===== src/lsc_pkg.sv =====
// Shared constants, types and functions of the LZW stream compressor.
// No dependencies; imported by ctrl, datapath, top level and bench.
`timescale 1ns / 1ps
`default_nettype none

package lsc_pkg;

   localparam int DICT_BITS = 12;
   localparam int DICT_SIZE = 1 << DICT_BITS;
   localparam int DCNT_W    = DICT_BITS + 1;
   localparam int ACNT_W    = 9;

   typedef logic [1:0]           mode_type;
   typedef logic [DICT_BITS-1:0] dcode_type;
   typedef logic [DCNT_W-1:0]    dcount_type;

   localparam mode_type MODE_ALPHA    = 2'd0;
   localparam mode_type MODE_COMPRESS = 2'd1;
   localparam mode_type MODE_CLEAR    = 2'd2;

   typedef struct packed {
      logic capture;
      logic alpha_add;
      logic clear_all;
      logic prefix_alpha;
      logic push_unknown;
      logic probe_start;
      logic probe_next;
      logic take_match;
      logic insert_miss;
      logic finish;
      logic clear_step;
   } cmd_type;

   typedef struct packed {
      mode_type mode;
      logic     last;
      logic     sym_known;
      logic     held;
      logic     slot_valid;
      logic     slot_match;
      logic     clear_done;
      logic     dirty;
      logic     fifo_room;
   } status_type;

   function automatic dcode_type hash_of(input dcode_type prefix, input logic [7:0] sym);
      logic [31:0] p;
      logic [31:0] h;
      p = 32'(prefix);
      h = (p * 32'd40503) ^ (32'(sym) * 32'd157) ^ (p >> 5);
      return h[DICT_BITS-1:0];
   endfunction

   function automatic logic [3:0] bit_length(input dcount_type v);
      logic [7:0] n;
      n = 8'd0;
      for (int i = 0; i < DCNT_W; i++) begin
         if (v[i]) begin
            n = 8'(i + 1);
         end
      end
      return n[3:0];
   endfunction

   function automatic logic [11:0] code12(input dcode_type v);
      logic [31:0] t;
      t = 32'(v);
      return t[11:0];
   endfunction

endpackage

`default_nettype wire


===== src/lsc_ctrl.sv =====
// Controller of the LZW stream compressor: sequences decode, probe and clear.
// Depends on lsc_pkg.
`timescale 1ns / 1ps
`default_nettype none

module lsc_ctrl (
   input  logic                clock,
   input  logic                reset,
   input  logic                req_valid,
   output logic                req_ready,
   input  lsc_pkg::status_type status,
   output lsc_pkg::cmd_type    cmd
);
   import lsc_pkg::*;

   typedef enum logic [2:0] {
      S_IDLE, S_DECODE, S_PROBE, S_CHECK, S_FINISH, S_CLEAR
   } state_type;

   state_type state_ff, state_in;

   always_ff @(posedge clock) begin
      if (reset) begin
         state_ff <= S_CLEAR;
      end else begin
         state_ff <= state_in;
      end
   end

   always_comb begin
      cmd       = '0;
      state_in  = state_ff;
      req_ready = (state_ff == S_IDLE) && status.fifo_room;
      unique case (state_ff)
         S_IDLE: begin
            if (req_valid && req_ready) begin
               cmd.capture = 1'b1;
               state_in    = S_DECODE;
            end
         end
         S_DECODE: begin
            unique case (status.mode)
               MODE_ALPHA: begin
                  cmd.alpha_add = 1'b1;
                  state_in      = S_IDLE;
               end
               MODE_COMPRESS: begin
                  if (!status.sym_known) begin
                     cmd.push_unknown = 1'b1;
                     state_in = status.last ? S_FINISH : S_IDLE;
                  end else if (!status.held) begin
                     cmd.prefix_alpha = 1'b1;
                     state_in = status.last ? S_FINISH : S_IDLE;
                  end else begin
                     cmd.probe_start = 1'b1;
                     state_in        = S_PROBE;
                  end
               end
               MODE_CLEAR: begin
                  cmd.clear_all = 1'b1;
                  state_in      = S_CLEAR;
               end
               default: state_in = S_IDLE;
            endcase
         end
         S_PROBE: state_in = S_CHECK;
         S_CHECK: begin
            if (!status.slot_valid) begin
               cmd.insert_miss = 1'b1;
               state_in = status.last ? S_FINISH : S_IDLE;
            end else if (status.slot_match) begin
               cmd.take_match = 1'b1;
               state_in = status.last ? S_FINISH : S_IDLE;
            end else begin
               cmd.probe_next = 1'b1;
               state_in       = S_PROBE;
            end
         end
         S_FINISH: begin
            cmd.finish = 1'b1;
            state_in   = status.dirty ? S_CLEAR : S_IDLE;
         end
         S_CLEAR: begin
            cmd.clear_step = 1'b1;
            if (status.clear_done) begin
               state_in = S_IDLE;
            end
         end
         default: state_in = S_IDLE;
      endcase
   end

endmodule

`default_nettype wire


===== config.mk =====
export PLATFORM = sky130hd
export DESIGN_NAME = lsc_ctrl
export DESIGN_NICKNAME = d
export VERILOG_FILES = /design/src/lsc_pkg.sv /design/src/lsc_ctrl.sv
export SDC_FILE = /design/constraint.sdc
export NUM_CORES = 1
export LEC_CHECK = 0
export BUFFER_PORTS_ARGS = -buffer_cell sky130_fd_sc_hd__buf_2
export CAP_MARGIN = 40
export CORE_AREA = 4 4 41 43
export DETAILED_ROUTE_END_ITERATION = 7
export DIE_AREA = 0 0 45 47
export HOLD_SLACK_MARGIN = 0.06
export PLACE_DENSITY = 0.58
export SLEW_MARGIN = 10
export SYNTH_ARGS = -nofsm -noshare
export SYNTH_HDL_FRONTEND = slang
export SYNTH_SLANG_ARGS = --single-unit
export TNS_END_PERCENT = 1

===== constraint.sdc =====
create_clock -name clock -period 2.74 [get_ports clock]
set_input_delay 0.548 -clock clock [delete_from_list [all_inputs] [get_ports clock]]
set_output_delay 0.548 -clock clock [all_outputs]
set_load 0.01 [all_outputs]

* Yosys cells after proc, flatten, opt, wreduce, memory -nomap -nowiden
Cells that the tools add are included.
Storage, ports and cells: bits in registers 3, latch bits 0, RAM bits 0, memory bits (read-only) 0, input port bits 13, output and inout bits 12, logic and storage cells 43, memories kept 0
Operators by class: add/sub/neg operators 0, multiply operators 0, divide/modulo/power cells 0, $lt $le $gt $ge 0, equal/unequal tests 9, shift operators 0, muxes and demuxes 28, bitwise logic cells 0, reduce and logical (&&, ||, !) cells 5
Operators with widths (count):
- $mux W3 | 10
- $pmux W3 S6 | 1
- $mux W1 | 14
- $eq A3 B2 Y1 const B | 2
- $eq A3 B3 Y1 const B | 2
- $pmux W3 S2 | 1
- $mux W5 | 1
- $eq A3 B1 Y1 const B | 1
- $logic_not A3 Y1 | 1
- $eq A2 B1 Y1 const B | 1
- $eq A2 B2 Y1 const B | 1
- $logic_and A1 B1 Y1 | 2
- $logic_not A2 Y1 | 1
- $mux W2 | 1
- $ne A2 B1 Y1 const B | 1
- $ne A2 B2 Y1 const B | 1
- $reduce_and A2 Y1 | 1

* Longest topological paths before layout
Gate-level depths: netlist of the first run.
depth in word-level cells 5, depth in mapped cells 6, gate-level depth less buffers 6

* Worst setup path after synthesis of the first run
No wires, ideal clock.
kind in2out, start input status[9] in the netlist's numbering, end output cmd[7] in the netlist's numbering, arrival 1.157 ns, data required time 2.192 ns, setup slack 1.035 ns, cell stages on the path 4, buffers on the path 0, path through inv_1 -> ha_1 -> nand2_1 -> nor3b_1
RTL lines:
- from (decl) | line lsc_ctrl.sv:11 | input lsc_pkg::status_type status,
- to (decl) | line lsc_ctrl.sv:12 | output lsc_pkg::cmd_type cmd

==> results.md, run 1 <==
- Status: finished, final reports clean
- First-pass GRT wire length: 1.54 mm
- RSZ-0062 raised after global routing: false
- Max-Cap Viols: 0
- Routability congestion estimate: 0.694
- Setup Skew: 0.000287 ns
- Clock Path Buffers: 2
- Cell Count Post-Placement: 84
- CP max-delay cell: dfxtp_1
- Sw Pwr: 0.0595 mW
- Worst-path fanout max: 10
- CP cell instances: nor3b_4, nand2_1, nor3b_1, buf_2
- Starting Density: 28.8%
- Via count: 420
- VDD IR max: 154 µV
- Net count reported at finish: 90
- Clock power frac: 38.3%
- P_leak: 0.277 nW
- Critical Path Start Type: flip-flop
- Flop and latch count out of synthesis: 3
- I/O pin count: 25
- Skew-Pair Late Insertion Delay: 0.22 ns
- Unique masters post-synth: 30
- CP delay by family, top: simple AND/OR/NAND/NOR gates
- Mapped Avg Cell Area: 7.99 µm²
- Cts bufs inserted: 3
- Post-route setup slack: 0.776 ns
- Worst-path clk slew: 0.04 ns
- Number of fill cells in the layout: 151
- Row cnt: 13
- Final WL: 850 µm
- Worst Path Buf+Inv: 1
- Via-to-Cell Ratio: 4.77
- Die Wd: 45 µm
- Fmax: 509 MHz
- Buffers inserted by post-CTS timing repair: 0
- Final hold vios: 0
- Post-DR wirelength/cell: 9.66 µm
- Final instance area: 522 µm²
- Slew @ Worst Pin: 0.384 ns
- Critical Path RT: 2.19 ns
- Post-synthesis sequential area ratio: 16.0%
- Top-area cell type share of the netlist area: 16.0%
- Worst hold path class: in2reg
- Largest stage delay, worst path: 0.47 ns
- Power Density: 375 mW/mm²
- Synthesized area: 375 µm²
- Part of the power in combinational logic: 31.7%
- Cell Area, Placed: 495 µm²
- Die ar.: 0.00212 mm²
- Synth async-reset ratio: 0%
- Max FFs per register: 3
- Largest net degree at the start of global routing: 11
- Core area: 0.00130 mm²
- Area growth syn-to-layout: 39.0%
- DRT antenna net count: 0
- H-Tree Depth: 1
- Ant. Diodes: 0
- # DRC: 0
- Fin. max-slew vios: 0
- Vias in the first global route: 391
- Post-CTS sizing: 0
- Drt first pass iters: 4
- HPWL Detailed: 718 µm
- CP Class: reg2out
- Pre-CTS setup slack: 0.906 ns
- Final Non-Filler Cells: 88
- Storage cell area: 60.1 µm²
- Max-slew headroom: 74.4%
- Number of synthesized flops with an enable pin: 0
- Layout cells sized above 1: 49.3%
- Clk sinks: 3
- R2R setup slack: 1.40 ns
- Post-synth top cells: 4 x nand2_1, 4 x nor2_1
- Total GRT Usage: 9.95%
- Ys flop type: dfxtp_1
- Final setup violation count: 0
- Root Driver: clkbuf_4
- Synth Net Count: 63
- Sw frac: 30.4%
- Syn. warnings: 0
- Final hold slack: 0.513 ns
- Fin crit share: 71.7%
- Sequential fraction of design power: 30.0%
- Initial antenna violation count: 0
- Worst path arrival time: 1.42 ns
- Final TNS setup: 0 ns
- Regs by FF count: state_ff x3
- Die Y: 47 µm
- TritonCTS clock tree: yes
- Internal Power: 0.136 mW
- CP endpoint kind: primary output
- Minimum clock period: 1.96 ns
- Dominant cell type by area after synthesis: dfxtp_1
- Largest cells by area after synthesis: dfxtp_1 16%, ha_1 10%, and2_2 6.0%
- Hold buffers post-CTS: 0
- IO Port Bufs: 24
- Total grt overflow: 0
- 1st-iter DRT viols: 3
- Area occupied by multi-input gates: 289 µm²
- Syn Inst Count: 47
- Biggest register: state_ff
-- cell type report --
type	count	area share, %
clock buffers	4	5.04
inverters	2	1.44
multi-input cells	40	55.4
flip-flops and latches	3	11.5
well taps	15	3.60
repair buffers	24	23.0
-- cell usage in the layout, fill, tap and decap left out, types with 2 or more instances in the layout --
| master | netlist | routed |
|---|---|---|
| nor3b_1 | 3 | 3 |
| ha_1 | 3 | 3 |
| nor2b_1 | 2 | 2 |
| nor2_1 | 4 | 4 |
| inv_1 | 2 | 2 |
| nand2_1 | 4 | 4 |
| clkbuf_4 | 0 | 3 |
| a21oi_1 | 2 | 2 |
| dfxtp_1 | 3 | 3 |
| and2_2 | 3 | 3 |
| buf_2 | 0 | 24 |
-- routing by layer --
layer,vias up,GRT usage (%),share of wire [%]
met5,-,0,0
met2,24,13.8,44
met4,0,8.77,0
met3,0,1.15,12
met1,180,13.4,44
li1,216,-,-
-- stage by stage --
step           utilization [%]  power (mW)
6_report                  40.1       0.196
5_1_grt                   40.1       0.213
4_1_cts                   40.1       0.200
3_5_place_dp              38.1       0.122
3_3_place_gp              38.1       0.121
2_1_floorplan                -       0.104
-- cells by family after synthesis --
| logic type | Yosys count | share of synthesized area (%) |
|---|---|---|
| AO/OA/AOI/OAI | 9 | 17.7 |
| buffers and inverters | 4 | 7.00 |
| flip-flops | 3 | 16.0 |
| AND/OR/NAND/NOR | 28 | 49.3 |
| adder cells (fa/ha/maj) | 3 | 10.0 |
-- worst paths after layout --
check / from / endpoint / cells after the start
max: state_ff[0] / cmd[7] / 4
min: reset / state_ff[1] / 2
max reg2reg: state_ff[0] / state_ff[1] / 4
min reg2reg: state_ff[2] / state_ff[1] / 1
-- power by group through the flow --
stage,Clock [mW],Combinational [mW],Sequential (mW)
after floorplan,0,0.0540,0.0499
after detailed placement,0,0.0633,0.0591
after global routing,0.0818,0.0711,0.0598
after CTS,0.0779,0.0636,0.0584
final,0.0750,0.0621,0.0587
after global placement,0,0.0625,0.0589
(Power assumes the default switching activity.)
==> run 2: changes to the inputs <==
--- a/config.mk
+++ b/config.mk
@@ -11,7 +11,7 @@
 export DETAILED_ROUTE_END_ITERATION = 7
 export DIE_AREA = 0 0 45 47
 export HOLD_SLACK_MARGIN = 0.06
-export PLACE_DENSITY = 0.58
+export PLACE_DENSITY = 0.6
 export SLEW_MARGIN = 10
 export SYNTH_ARGS = -nofsm -noshare
 export SYNTH_HDL_FRONTEND = slang
==> constraint.sdc (replaced) <==
create_clock -name clock -period 1.8 [get_ports clock]
set_input_delay 0.36 -clock clock [delete_from_list [all_inputs] [get_ports clock]]
set_output_delay 0.36 -clock clock [all_outputs]
set_load 0.01 [all_outputs]
==> run 2 against run 1 <==
  * Register-to-register slack got worse by 0.80 ns
  * Die area did not move
  * Worst setup slack got worse by 0.63 ns
  * Via count fell by 3.3%
  * Clock-buffer cell count did not move
  * First-iteration DRC count fell by 100%
  * Final area rose by 1.2%
  * Total power rose by 53%
  * Hold slack got worse by 0.20 ns
  * Critical endpoint unchanged
  * Largest cell class unchanged
  * Largest power group unchanged
==> results.md, run 2 (synthesis results as in run 1) <==
- TritonCTS clock tree: yes
- Vias in the first global route: 396
- Initial antenna violation count: 0
- Die Y: 47 µm
- Row cnt: 13
- 1st-iter DRT viols: 0
- Final WL: 879 µm
- IO Port Bufs: 24
- Core area: 0.00130 mm²
- Via-to-Cell Ratio: 4.61
- Sw Pwr: 0.0904 mW
- Fmax: 606 MHz
- Biggest register: state_ff
- Post-route setup slack: 0.150 ns
- Commonest non-fill, non-tap cell in the layout: buf_2
- Total GRT Usage: 8.60%
- Worst-path clk slew: 0.04 ns
- Most frequent cells in the layout: 24 x buf_2, 4 x nor2_1, 4 x nand2_1
- Skew-Pair Late Insertion Delay: 0.23 ns
- Largest net degree at the start of global routing: 11
- Die Wd: 45 µm
- P_leak: 0.277 nW
- H-Tree Depth: 1
- RSZ-0062 raised after global routing: false
- Root Driver: clkbuf_4
- Buffers inserted by post-CTS timing repair: 0
- Power Density: 566 mW/mm²
- Pre-CTS setup slack: 0.267 ns
- Post-CTS sizing: 0
- Drt first pass iters: 1
- Via count: 406
- Worst-path fanout max: 8
- Number of fill cells in the layout: 151
- DRT antenna net count: 0
- Die ar.: 0.00212 mm²
- First-pass GRT wire length: 1.39 mm
- VDD IR max: 171 µV
- Final hold vios: 0
- Part of the power in combinational logic: 31.6%
- Worst hold path class: in2reg
- Critical Path Start Type: flip-flop
- Hold buffers post-CTS: 0
- Max-Cap Viols: 0
- I/O pin count: 25
- Sw frac: 30.2%
- Ant. Diodes: 0
- Starting Density: 28.8%
- Regs by FF count: state_ff x3
- CP endpoint kind: primary output
- Status: finished, final reports clean
- HPWL Detailed: 749 µm
- Clock power frac: 38.3%
- Final TNS setup: 0 ns
- Slew @ Worst Pin: 0.242 ns
- Clk sinks: 3
- Fin crit share: 91.7%
- CP Class: reg2out
- Critical Path RT: 1.44 ns
- Final setup violation count: 0
- Post-DR wirelength/cell: 9.99 µm
- Routability congestion estimate: 0.730
- Minimum clock period: 1.65 ns
- Final hold slack: 0.312 ns
- Net count reported at finish: 90
- Fin. max-slew vios: 0
- Cts bufs inserted: 3
- Worst path arrival time: 1.29 ns
- Sequential fraction of design power: 30.1%
- Area growth syn-to-layout: 40.7%
- # DRC: 0
- Internal Power: 0.209 mW
- Max-slew headroom: 83.9%
- Setup Skew: 0.00173 ns
- Total grt overflow: 0
- Layout cells sized above 1: 53.4%
- Max FFs per register: 3
- Clock Path Buffers: 2
==> run 2: critical path: stages (launching register included) <==
cell     delay (ns)
dfxtp_2        0.36
nor3b_4        0.27
nand2_1        0.10
nor3b_1        0.17
buf_2          0.16
==> run 2: power by group through the flow <==
stage	clock, mW	combinational (mW)	sequential, mW
3_5_place_dp	0	0.0963	0.0898
4_1_cts	0.120	0.0966	0.0889
2_1_floorplan	0	0.0822	0.0760
5_1_grt	0.121	0.107	0.0927
6_report	0.114	0.0944	0.0901
3_3_place_gp	0	0.0952	0.0895
==> run 2: path summary, 6_finish.rpt <==
check	startpoint	end	slack, ns	cells after the start
worst min-delay path	reset	state_ff[1]	0.31	2
worst min register to register	state_ff[2]	state_ff[1]	0.56	1
worst max-delay path	state_ff[1]	cmd[7]	0.15	4
worst max register to register	state_ff[1]	state_ff[1]	0.60	4
==> run 2: through the flow <==
step	utilization (%)	instances	total power, mW	area, µm²
detailed placement	38.1	84	0.186	495
global route	40.6	88	0.321	528
floorplan	-	47	0.158	375
finish	40.6	88	0.299	528
CTS	40.1	88	0.306	522
global placement	38.1	84	0.185	495
==> run 2: cell type report <==
class                           instances  area [µm²]  area share, %
Multi-Input combinational cell         40         289           54.7
Timing Repair Buffer                   24         120           22.7
Sequential cell                         3        66.3           12.6
Clock buffer                            4        26.3           4.98
Tap cell                               15        18.8           3.55
Inverter                                2        7.51           1.42
==> run 2: metal layers <==
layer  global-route usage [%]  share of wire, %
met1                     9.98                41
met2                     16.4                51
met3                    0.383               8.1
met4                     3.51                 0
met5                        0                 0
